==> src/rtl/core/mpb_pkg.sv <==
// mpb_pkg: shared types, constants and fixed-point helpers for magnetic_pendulum_basin.
// Used by mpb_rootdiv, mpb_dp, mpb_ctrl and the top level. No dependencies.
`default_nettype none

package mpb_pkg;

  localparam int QW = 28;
  localparam int QF = 20;
  localparam int NUM_REGS = 6;

  typedef logic signed [QW-1:0] q_t;

  localparam q_t Q_MAX = {1'b0, {(QW-1){1'b1}}};
  localparam q_t Q_MIN = {1'b1, {(QW-1){1'b0}}};

  localparam q_t C_DT     = 28'sd104858;
  localparam q_t C_FRIC   = 28'sd230687;
  localparam q_t C_K      = 28'sd314573;
  localparam q_t C_SOFT   = 28'sd230687;
  localparam q_t C_SPEED2 = 28'sd20972;
  localparam q_t C_NEAR2  = 28'sd94372;

  typedef enum logic [2:0] {
    REG_A_X = 3'd0,
    REG_A_Y = 3'd1,
    REG_B_X = 3'd2,
    REG_B_Y = 3'd3,
    REG_C_X = 3'd4,
    REG_C_Y = 3'd5
  } reg_idx_t;

  localparam logic [NUM_REGS-1:0][15:0] CFG_RESET = {
    16'hF011, 16'hF6CD, 16'h0FEF, 16'hF6CD, 16'h0000, 16'h1266
  };

  typedef enum logic [3:0] {
    OP_NOP, OP_LOAD, OP_MUL, OP_ADD, OP_SUB, OP_NSUB,
    OP_LT, OP_KEEP, OP_MARK, OP_RECIP
  } op_t;

  typedef enum logic [4:0] {
    SRC_X, SRC_Y, SRC_VX, SRC_VY, SRC_AX, SRC_AY, SRC_DX, SRC_DY,
    SRC_T, SRC_U, SRC_D2, SRC_INV, SRC_MX, SRC_MY,
    SRC_K, SRC_FRIC, SRC_DT, SRC_SOFT, SRC_SPEED2, SRC_NEAR2
  } src_t;

  typedef enum logic [3:0] {
    DST_X, DST_Y, DST_VX, DST_VY, DST_AX, DST_AY, DST_DX, DST_DY,
    DST_T, DST_U, DST_D2
  } dst_t;

  typedef struct packed {
    op_t        op;
    src_t       a;
    src_t       b;
    dst_t       dst;
    logic [1:0] mag;
  } dp_cmd_t;

  typedef struct packed {
    logic       lt;
    logic       recip_done;
    logic [1:0] best;
  } dp_stat_t;

  function automatic q_t sat57(logic signed [56:0] v);
    if (v > 57'sd134217727) begin
      return Q_MAX;
    end else if (v < -57'sd134217728) begin
      return Q_MIN;
    end
    return q_t'(v[QW-1:0]);
  endfunction

  // Q20 x Q20 -> Q20, round half up, saturate
  function automatic q_t qmul(q_t a, q_t b);
    logic signed [56:0] p;
    p = 57'(a) * 57'(b) + 57'sd524288;
    p = p >>> QF;
    return sat57(p);
  endfunction

endpackage

`default_nettype wire

==> src/rtl/core/mpb_ctrl.sv <==
// mpb_ctrl: sequencer issuing datapath commands for each integration step.
// Uses mpb_pkg; drives mpb_dp through dp_cmd_t and reads dp_stat_t.
`default_nettype none

module mpb_ctrl #(
  parameter int STEP_LIMIT = 220
) (
  input  logic               clk,
  input  logic               rst_n,
  input  logic               in_valid,
  output logic               in_ready,
  input  logic               out_free,
  output logic               done,
  output mpb_pkg::dp_cmd_t   cmd,
  input  mpb_pkg::dp_stat_t  stat
);
  import mpb_pkg::*;

  localparam int SW = $clog2(STEP_LIMIT + 1);

  typedef enum logic [9:0] {
    S_IDLE  = 10'b0000000001,
    S_ACC   = 10'b0000000010,
    S_MAG   = 10'b0000000100,
    S_WAIT  = 10'b0000001000,
    S_FORCE = 10'b0000010000,
    S_UPD   = 10'b0000100000,
    S_SPD   = 10'b0001000000,
    S_NEAR  = 10'b0010000000,
    S_FIN   = 10'b0100000000,
    S_DONE  = 10'b1000000000
  } state_t;

  state_t         state_r, state_nxt;
  logic [2:0]     pc_r, pc_nxt;
  logic [1:0]     mag_r, mag_nxt;
  logic [SW-1:0]  step_r, step_nxt;
  logic           last_step;

  assign last_step = step_r == SW'(STEP_LIMIT - 1);

  function automatic dp_cmd_t mk(op_t op, src_t a, src_t b, dst_t d, logic [1:0] m);
    dp_cmd_t c;
    c.op  = op;
    c.a   = a;
    c.b   = b;
    c.dst = d;
    c.mag = m;
    return c;
  endfunction

  // squared distance from bob to magnet m into D2, five commands
  function automatic dp_cmd_t dist_cmd(logic [2:0] pc, logic [1:0] m);
    case (pc)
      3'd0:    return mk(OP_SUB, SRC_MX, SRC_X, DST_DX, m);
      3'd1:    return mk(OP_SUB, SRC_MY, SRC_Y, DST_DY, m);
      3'd2:    return mk(OP_MUL, SRC_DX, SRC_DX, DST_T, m);
      3'd3:    return mk(OP_MUL, SRC_DY, SRC_DY, DST_U, m);
      3'd4:    return mk(OP_ADD, SRC_T, SRC_U, DST_D2, m);
      default: return mk(OP_NOP, SRC_X, SRC_X, DST_T, m);
    endcase
  endfunction

  always_comb begin
    state_nxt = state_r;
    pc_nxt    = pc_r + 3'd1;
    mag_nxt   = mag_r;
    step_nxt  = step_r;
    cmd       = mk(OP_NOP, SRC_X, SRC_X, DST_T, mag_r);
    done      = 1'b0;
    case (state_r)
      S_IDLE: begin
        pc_nxt = '0;
        if (in_valid) begin
          cmd       = mk(OP_LOAD, SRC_X, SRC_X, DST_T, mag_r);
          step_nxt  = '0;
          state_nxt = S_ACC;
        end
      end
      S_ACC: begin
        case (pc_r)
          3'd0:    cmd = mk(OP_MUL, SRC_K, SRC_X, DST_T, mag_r);
          3'd1:    cmd = mk(OP_MUL, SRC_FRIC, SRC_VX, DST_U, mag_r);
          3'd2:    cmd = mk(OP_NSUB, SRC_T, SRC_U, DST_AX, mag_r);
          3'd3:    cmd = mk(OP_MUL, SRC_K, SRC_Y, DST_T, mag_r);
          3'd4:    cmd = mk(OP_MUL, SRC_FRIC, SRC_VY, DST_U, mag_r);
          default: cmd = mk(OP_NSUB, SRC_T, SRC_U, DST_AY, mag_r);
        endcase
        if (pc_r == 3'd5) begin
          state_nxt = S_MAG;
          pc_nxt    = '0;
          mag_nxt   = '0;
        end
      end
      S_MAG: begin
        if (pc_r == 3'd5) begin
          cmd = mk(OP_ADD, SRC_D2, SRC_SOFT, DST_D2, mag_r);
        end else if (pc_r == 3'd6) begin
          cmd       = mk(OP_RECIP, SRC_D2, SRC_D2, DST_T, mag_r);
          state_nxt = S_WAIT;
        end else begin
          cmd = dist_cmd(pc_r, mag_r);
        end
      end
      S_WAIT: begin
        pc_nxt = '0;
        if (stat.recip_done) begin
          state_nxt = S_FORCE;
        end
      end
      S_FORCE: begin
        case (pc_r)
          3'd0:    cmd = mk(OP_MUL, SRC_DX, SRC_INV, DST_T, mag_r);
          3'd1:    cmd = mk(OP_ADD, SRC_AX, SRC_T, DST_AX, mag_r);
          3'd2:    cmd = mk(OP_MUL, SRC_DY, SRC_INV, DST_T, mag_r);
          default: cmd = mk(OP_ADD, SRC_AY, SRC_T, DST_AY, mag_r);
        endcase
        if (pc_r == 3'd3) begin
          pc_nxt = '0;
          if (mag_r == 2'd2) begin
            state_nxt = S_UPD;
          end else begin
            mag_nxt   = mag_r + 2'd1;
            state_nxt = S_MAG;
          end
        end
      end
      S_UPD: begin
        case (pc_r)
          3'd0:    cmd = mk(OP_MUL, SRC_AX, SRC_DT, DST_T, mag_r);
          3'd1:    cmd = mk(OP_ADD, SRC_VX, SRC_T, DST_VX, mag_r);
          3'd2:    cmd = mk(OP_MUL, SRC_AY, SRC_DT, DST_T, mag_r);
          3'd3:    cmd = mk(OP_ADD, SRC_VY, SRC_T, DST_VY, mag_r);
          3'd4:    cmd = mk(OP_MUL, SRC_VX, SRC_DT, DST_T, mag_r);
          3'd5:    cmd = mk(OP_ADD, SRC_X, SRC_T, DST_X, mag_r);
          3'd6:    cmd = mk(OP_MUL, SRC_VY, SRC_DT, DST_T, mag_r);
          default: cmd = mk(OP_ADD, SRC_Y, SRC_T, DST_Y, mag_r);
        endcase
        if (pc_r == 3'd7) begin
          state_nxt = S_SPD;
          pc_nxt    = '0;
        end
      end
      S_SPD: begin
        case (pc_r)
          3'd0:    cmd = mk(OP_MUL, SRC_VX, SRC_VX, DST_T, mag_r);
          3'd1:    cmd = mk(OP_MUL, SRC_VY, SRC_VY, DST_U, mag_r);
          3'd2:    cmd = mk(OP_ADD, SRC_T, SRC_U, DST_D2, mag_r);
          3'd3:    cmd = mk(OP_LT, SRC_D2, SRC_SPEED2, DST_T, mag_r);
          default: ;
        endcase
        if (pc_r == 3'd4) begin
          pc_nxt = '0;
          if (stat.lt) begin
            state_nxt = S_NEAR;
            mag_nxt   = '0;
          end else if (last_step) begin
            state_nxt = S_FIN;
            mag_nxt   = '0;
          end else begin
            step_nxt  = step_r + SW'(1);
            state_nxt = S_ACC;
          end
        end
      end
      S_NEAR: begin
        if (pc_r == 3'd5) begin
          cmd = mk(OP_LT, SRC_D2, SRC_NEAR2, DST_T, mag_r);
        end else if (pc_r == 3'd6) begin
          pc_nxt = '0;
          if (stat.lt) begin
            cmd       = mk(OP_MARK, SRC_X, SRC_X, DST_T, mag_r);
            state_nxt = S_DONE;
          end else if (mag_r != 2'd2) begin
            mag_nxt = mag_r + 2'd1;
          end else if (last_step) begin
            state_nxt = S_FIN;
            mag_nxt   = '0;
          end else begin
            step_nxt  = step_r + SW'(1);
            state_nxt = S_ACC;
          end
        end else begin
          cmd = dist_cmd(pc_r, mag_r);
        end
      end
      S_FIN: begin
        if (pc_r == 3'd5) begin
          cmd    = mk(OP_KEEP, SRC_D2, SRC_D2, DST_T, mag_r);
          pc_nxt = '0;
          if (mag_r == 2'd2) begin
            state_nxt = S_DONE;
          end else begin
            mag_nxt = mag_r + 2'd1;
          end
        end else begin
          cmd = dist_cmd(pc_r, mag_r);
        end
      end
      S_DONE: begin
        pc_nxt = '0;
        if (out_free) begin
          done      = 1'b1;
          state_nxt = S_IDLE;
        end
      end
      default: begin
        state_nxt = S_IDLE;
        pc_nxt    = '0;
      end
    endcase
  end

  always_ff @(posedge clk) begin
    if (!rst_n) begin
      state_r <= S_IDLE;
      pc_r    <= '0;
      mag_r   <= '0;
      step_r  <= '0;
    end else begin
      state_r <= state_nxt;
      pc_r    <= pc_nxt;
      mag_r   <= mag_nxt;
      step_r  <= step_nxt;
    end
  end

  assign in_ready = state_r == S_IDLE;

endmodule

`default_nettype wire

==> config.mk <==
export PLATFORM = sky130hd
export DESIGN_NAME = mpb_ctrl
export DESIGN_NICKNAME = d
export VERILOG_FILES = /design/src/rtl/core/mpb_pkg.sv /design/src/rtl/core/mpb_ctrl.sv
export SDC_FILE = /design/constraint.sdc
export NUM_CORES = 1
export LEC_CHECK = 0
export BUFFER_PORTS_ARGS = -buffer_cell sky130_fd_sc_hd__buf_2
export CORE_AREA = 2 2 66 84
export CTS_BUF_LIST = sky130_fd_sc_hd__clkbuf_16
export DETAILED_ROUTE_END_ITERATION = 10
export DIE_AREA = 0 0 68 86
export PLACE_DENSITY = 0.7
export SYNTH_ARGS = -nofsm -noshare
export SYNTH_HDL_FRONTEND = slang
export SYNTH_SLANG_ARGS = --single-unit
==> constraint.sdc <==
create_clock -name clk -period 3 [get_ports clk]
set_clock_uncertainty 0.2 [all_clocks]
set_input_delay 0 -clock clk [delete_from_list [all_inputs] [get_ports clk]]
set_output_delay 0 -clock clk [all_outputs]
set_load 0.02 [all_outputs]
* After elaboration in Yosys (flattened, before gate mapping)
Cells that the tools add are included.
** Storage, ports and cells
- Register bits after elaboration :: 23
- Bits of input ports :: 8
- Output and inout bits :: 22
- Word-level logic and storage cells :: 113
** Cells by class
- Add/sub/neg operators :: 3
- Eq/ne operators :: 37
- Multiplexer cells :: 62
- Reduce and logical (&&, ||, !) cells :: 7
** Operator list (number)
- 19-bit one-hot mux with 5 select lines :: 2
- 20-bit one-hot mux with 8 select lines :: 1
- 10-bit 2-to-1 mux :: 15
- 20-bit 2-to-1 mux :: 6
- 17-bit one-hot mux with 7 select lines :: 1
- 10-bit one-hot mux with 10 select lines :: 1
- 19-bit one-hot mux with 4 select lines :: 1
- 8-bit 2-to-1 mux :: 8
- 17-bit one-hot mux with 3 select lines :: 1
- 2-bit != test (second input constant) :: 17
- 8-bit one-hot mux with 3 select lines :: 1
- 2-bit 2-to-1 mux :: 11
- 3-bit 2-to-1 mux :: 6
- 9-bit 2-to-1 mux :: 2
- 3-bit one-hot mux with 6 select lines :: 1
- 17-bit 2-to-1 mux :: 1
- 8-bit AND reduction :: 2
- 14-bit AND reduction :: 1
- 3-bit == test (second input constant) :: 4
- 10-bit by 1-bit == test with 1-bit output (second input constant) :: 1
- 10-bit == test (second input constant) :: 1
- 10-bit by 2-bit == test with 1-bit output (second input constant) :: 1
- 10-bit by 3-bit == test with 1-bit output (second input constant) :: 1
- 10-bit by 4-bit == test with 1-bit output (second input constant) :: 1
- other kinds (20) :: 22

* Logic depth before layout (Yosys ltp)
- Word-level depth :: 7
- Gate-level depth with buffers :: 11
- Depth with buffers taken out :: 8

* Least setup slack after synthesis
OpenSTA, ideal clock, no wires.
- Path kind :: register -> register
- Start :: reg pc_r[2]
- End :: reg state_r[8]
- Setup time :: 0.128 ns
- Data arrival time :: 2.443 ns
- Required time :: 2.672 ns
- Slack :: 0.230 ns
- Stages on the path, launching flop included :: 12
- Buffers on the path :: 3
- Period minus slack after synthesis :: 2.770 ns
- Cells stage by stage :: dfxtp_1 > clkbuf_1 > clkbuf_1 > inv_1 > ha_1 > nor3b_1 > o211ai_1 > o21ai_0 > a211oi_1 > buf_2 > mux2i_1 > nor2_1
** On the way
- Word-level cells in the longest chain between the ends :: 3
- Elaborated cells between the ends (all ways) :: 15
- Those cells by class :: 14 x eq/ne; 1 x reduce/logical
** Ends and longest elaborated chain
- start, declared :: line mpb_ctrl.sv:35 : logic [2:0] pc_r, pc_nxt;
- start signal, assigned :: line mpb_ctrl.sv:222 : pc_r <= pc_nxt;
- 3-bit == test (tied with other cells) :: line mpb_ctrl.sv:98, mpb_ctrl.sv:169
- 2-bit != test (no line)
- 14-bit AND reduction (no line) (*)
- end signal, assigned :: line mpb_ctrl.sv:221 : state_r <= state_nxt;
- end, declared :: line mpb_ctrl.sv:34 : state_t state_r, state_nxt;
Mark *: on every way between the ends. The rest lies on a longest branch, timed or not.
A chain may end at the register's enable or synchronous reset.

==> flow_metrics.env <==
export IMPL_yosysSeqAreaShare=0.183
export IMPL_ys_flop_type="dfxtp_1"
export IMPL_finalSetupViolCount=0
export IMPL_drc=0
export IMPL_cts_sinks=23
export IMPL_r2r_end="state_r[4]$_SDFFE_PN0P_"
export IMPL_syn_inst=350
export IMPL_vias=3004
export IMPL_die_area_sq_um=5850
export IMPL_grt_pass1_vias=2864
export IMPL_io_pins=30
export IMPL_slew_violations=0
export IMPL_leakagePower_nw=1.23
export IMPL_grt_pass1_wl_mm=14.0
export IMPL_tightest_slew_ns=0.529
export IMPL_syn_area_sq_um=2510
export IMPL_criticalPathCategory="flip-flop to output port"
export IMPL_hpwl_mm=6.50
export IMPL_cts_root_buf="clkbuf_16"
export IMPL_final_setup_tns_ns=0
export IMPL_arrival_ns=2.66
export IMPL_cts_max_level=1
export IMPL_cts_buffers=3
export IMPL_async_flop_share=0
export IMPL_synth_edf_count=0
export IMPL_first_pass_iters=5
export IMPL_hold_path_end="step_r[1]$_SDFFE_PN0P_"
export IMPL_die_w_um=68
export IMPL_slew_headroom=0.647
export IMPL_min_period_ns=2.86
export IMPL_rsz0062_at_grt="no"
export IMPL_grt_max_degree=23
export IMPL_drive_gt1_frac=0.187
export IMPL_diodes=0
export IMPL_rrSetupSlack_ns=0.25
export IMPL_grt_ovfl_total=0
export IMPL_whs_path_depth=2
export IMPL_num_rows=29
export IMPL_cts_max_path_buffers=2
export IMPL_cellPowerDensity_nw_per_um2=451
export IMPL_crit_required_ns=2.80
export IMPL_final_common_cell="nand2_1"
export IMPL_path_clk_slew_ns=0.06
export IMPL_max_freq_ghz=0.349
export IMPL_cpPeakStageDelay_ns=0.69
export IMPL_synth_nets=374
export IMPL_fill_cells=495
export IMPL_core_sq_um=5010
export IMPL_track_usage=0.310
export IMPL_pre_cts_ws_ns=0.277
export IMPL_wl_per_cell_um=19.0
export IMPL_holdCritStartpoint="step_r[1]$_SDFFE_PN0P_"
export IMPL_reg2reg_depth=9
export IMPL_ir_worst_vdd_mv=0.353
export IMPL_final_cell_mix="36 x nand2_1, 34 x nor2_1, 26 x buf_2, 26 x buf_4, 25 x a21oi_1"
export IMPL_setup_ws_ns=0.137
export IMPL_synth_top_area_share=0.183
export IMPL_antenna_found_initial=0
export IMPL_post_route_period_util=0.954
export IMPL_port_buffers=26
export IMPL_drtIter0Drc=328
export IMPL_synth_area_leader_cell="dfxtp_1"
export IMPL_hold_path_class="flip-flop to flip-flop"
export IMPL_post_synth_num_cell_types=67
export IMPL_start_util=0.502
export IMPL_whs_ns=0.288
export IMPL_finalWeightedCongestion=1.00
export IMPL_viasPerCell=6.71
export IMPL_clock_latency_ns=0.26
export IMPL_syn_area_per_cell_sq_um=7.18
export IMPL_wl_mm=8.53
export IMPL_path_cells="or4_1 > nor4b_4 > buf_4 > nand2_1 > o311ai_0 > a31oi_1 > o21ai_0 > buf_2"
export IMPL_critPathSlowestCell="or4_1"
export IMPL_die_h_um=86
export IMPL_yosys_top_cells_area="dfxtp_1 18%, ha_1 8.0%, nand2_1 5.4%, nor2_1 5.2%, a21oi_1 5.0%"
export IMPL_outcome="completed"
export IMPL_r2r_start="pc_r[0]$_SDFF_PN0_"
export IMPL_ys_warn_count=0
export IMPL_syn_to_final_growth_pct=16.7
export IMPL_final_nets=411
export IMPL_crit_fanout=11
export IMPL_ant_nets=0
export IMPL_maxCapViolCount=0
export IMPL_hold_viol_final=0
export IMPL_cp_start_kind="flip-flop"
export IMPL_cts_tree="done"
export IMPL_endpoint_kind="output port"
export IMPL_ys_seq_elements=23
worst max-delay path by stage:
| stage | from | end | slack (ns) | cells past startpoint |
|---|---|---|---|---|
| after floorplan | pc_r[2]$_SDFF_PN0_ | state_r[8]$_SDFFE_PN0P_ | 0.23 | 11 |
| after global placement | pc_r[0]$_SDFF_PN0_ | step_r[3]$_SDFFE_PN0P_ | 0.34 | 7 |
| after detailed placement | pc_r[0]$_SDFF_PN0_ | state_r[4]$_SDFFE_PN0P_ | 0.28 | 9 |
| after CTS | pc_r[0]$_SDFF_PN0_ | cmd[16] | 0.003 | 9 |
| after global routing | pc_r[2]$_SDFF_PN0_ | cmd[5] | 0.03 | 8 |
| final | state_r[2]$_SDFFE_PN0P_ | cmd[6] | 0.14 | 8 |
metal layers:
| metal | vias to the layer above | part of all wire | GRT usage |
|---|---|---|---|
| li1 | 1389 | - | - |
| met1 | 1402 | 0.40 | 0.370 |
| met2 | 163 | 0.48 | 0.486 |
| met3 | 50 | 0.061 | 0.0525 |
| met4 | 0 | 0.068 | 0.225 |
| met5 | - | 0 | 0 |
registers in the layout (all words and copies together) (netlist names):
name and cells:
state_r 10, step_r 8, pc_r 3, mag_r 2
cells in the mapped netlist (5+ instances only):
cell / n
nand2_1: 36
nor2_1: 35
a21oi_1: 25
dfxtp_1: 23
ha_1: 16
nand3_1: 16
o21ai_0: 16
clkbuf_1: 15
inv_1: 12
nand2b_1: 10
nand4_1: 10
o211ai_1: 10
nor3_1: 7
nor3b_1: 6
o22ai_1: 6
and3_1: 5
buf_2: 5
nand3b_1: 5
o21a_1: 5
area by class of cell:
| cell class | count | area (sq um) | share of cell area |
|---|---|---|---|
| Tap cell | 62 | 77.6 | 0.0264 |
| Multi-Input combinational cell | 290 | 1890 | 0.646 |
| Sequential cell | 23 | 462 | 0.157 |
| Clock buffer | 3 | 75.1 | 0.0256 |
| Clock inverter | 1 | 5.00 | 0.00171 |
| Timing Repair Buffer | 57 | 375 | 0.128 |
| Inverter | 12 | 45.0 | 0.0154 |
critical path, delay by kind of cell, from the launching register on:
kind                   cells  cell delay [ns]
AND/OR/NAND/NOR            3             1.22
flip-flops                 1             0.41
buffers and inverters      2             0.42
AO/OA/AOI/OAI              3             0.35
power by group:
group / internal (mW) / total (mW) / switching (mW)
registers: 0.325 / 0.359 / 0.0338
clock network: 0.179 / 0.291 / 0.112
logic: 0.268 / 0.675 / 0.407
what timing repair did:
action,CTS,global route
setup buffers,0,0
endpoints found under the setup margin,0,5
hold buffers,5,0
hold endpoints to repair,13,0
resized for setup,0,5
cells by family (layout without fill, tap and decap cells):
| group | Yosys count | count (layout) | share of synthesized area |
|---|---|---|---|
| compound gates | 106 | 106 | 0.292 |
| flops | 23 | 23 | 0.183 |
| buf+inv | 37 | 73 | 0.0667 |
| mux | 2 | 2 | 0.00846 |
| xor+xnor | 3 | 3 | 0.0105 |
| fa+ha+maj | 16 | 16 | 0.0796 |
| simple gates | 162 | 162 | 0.358 |
| other cells | 1 | 1 | 0.00149 |
stage by stage:
stage	power, mW	area, sq um	utilization	std cells
2_1_floorplan	0.812	2510	-	350
3_3_place_gp	1.01	2790	0.558	439
3_5_place_dp	1.02	2790	0.558	439
4_1_cts	1.32	2920	0.584	448
5_1_grt	1.41	2930	0.586	448
6_report	1.32	2930	0.586	448
Power figures use the tool's default switching activity.
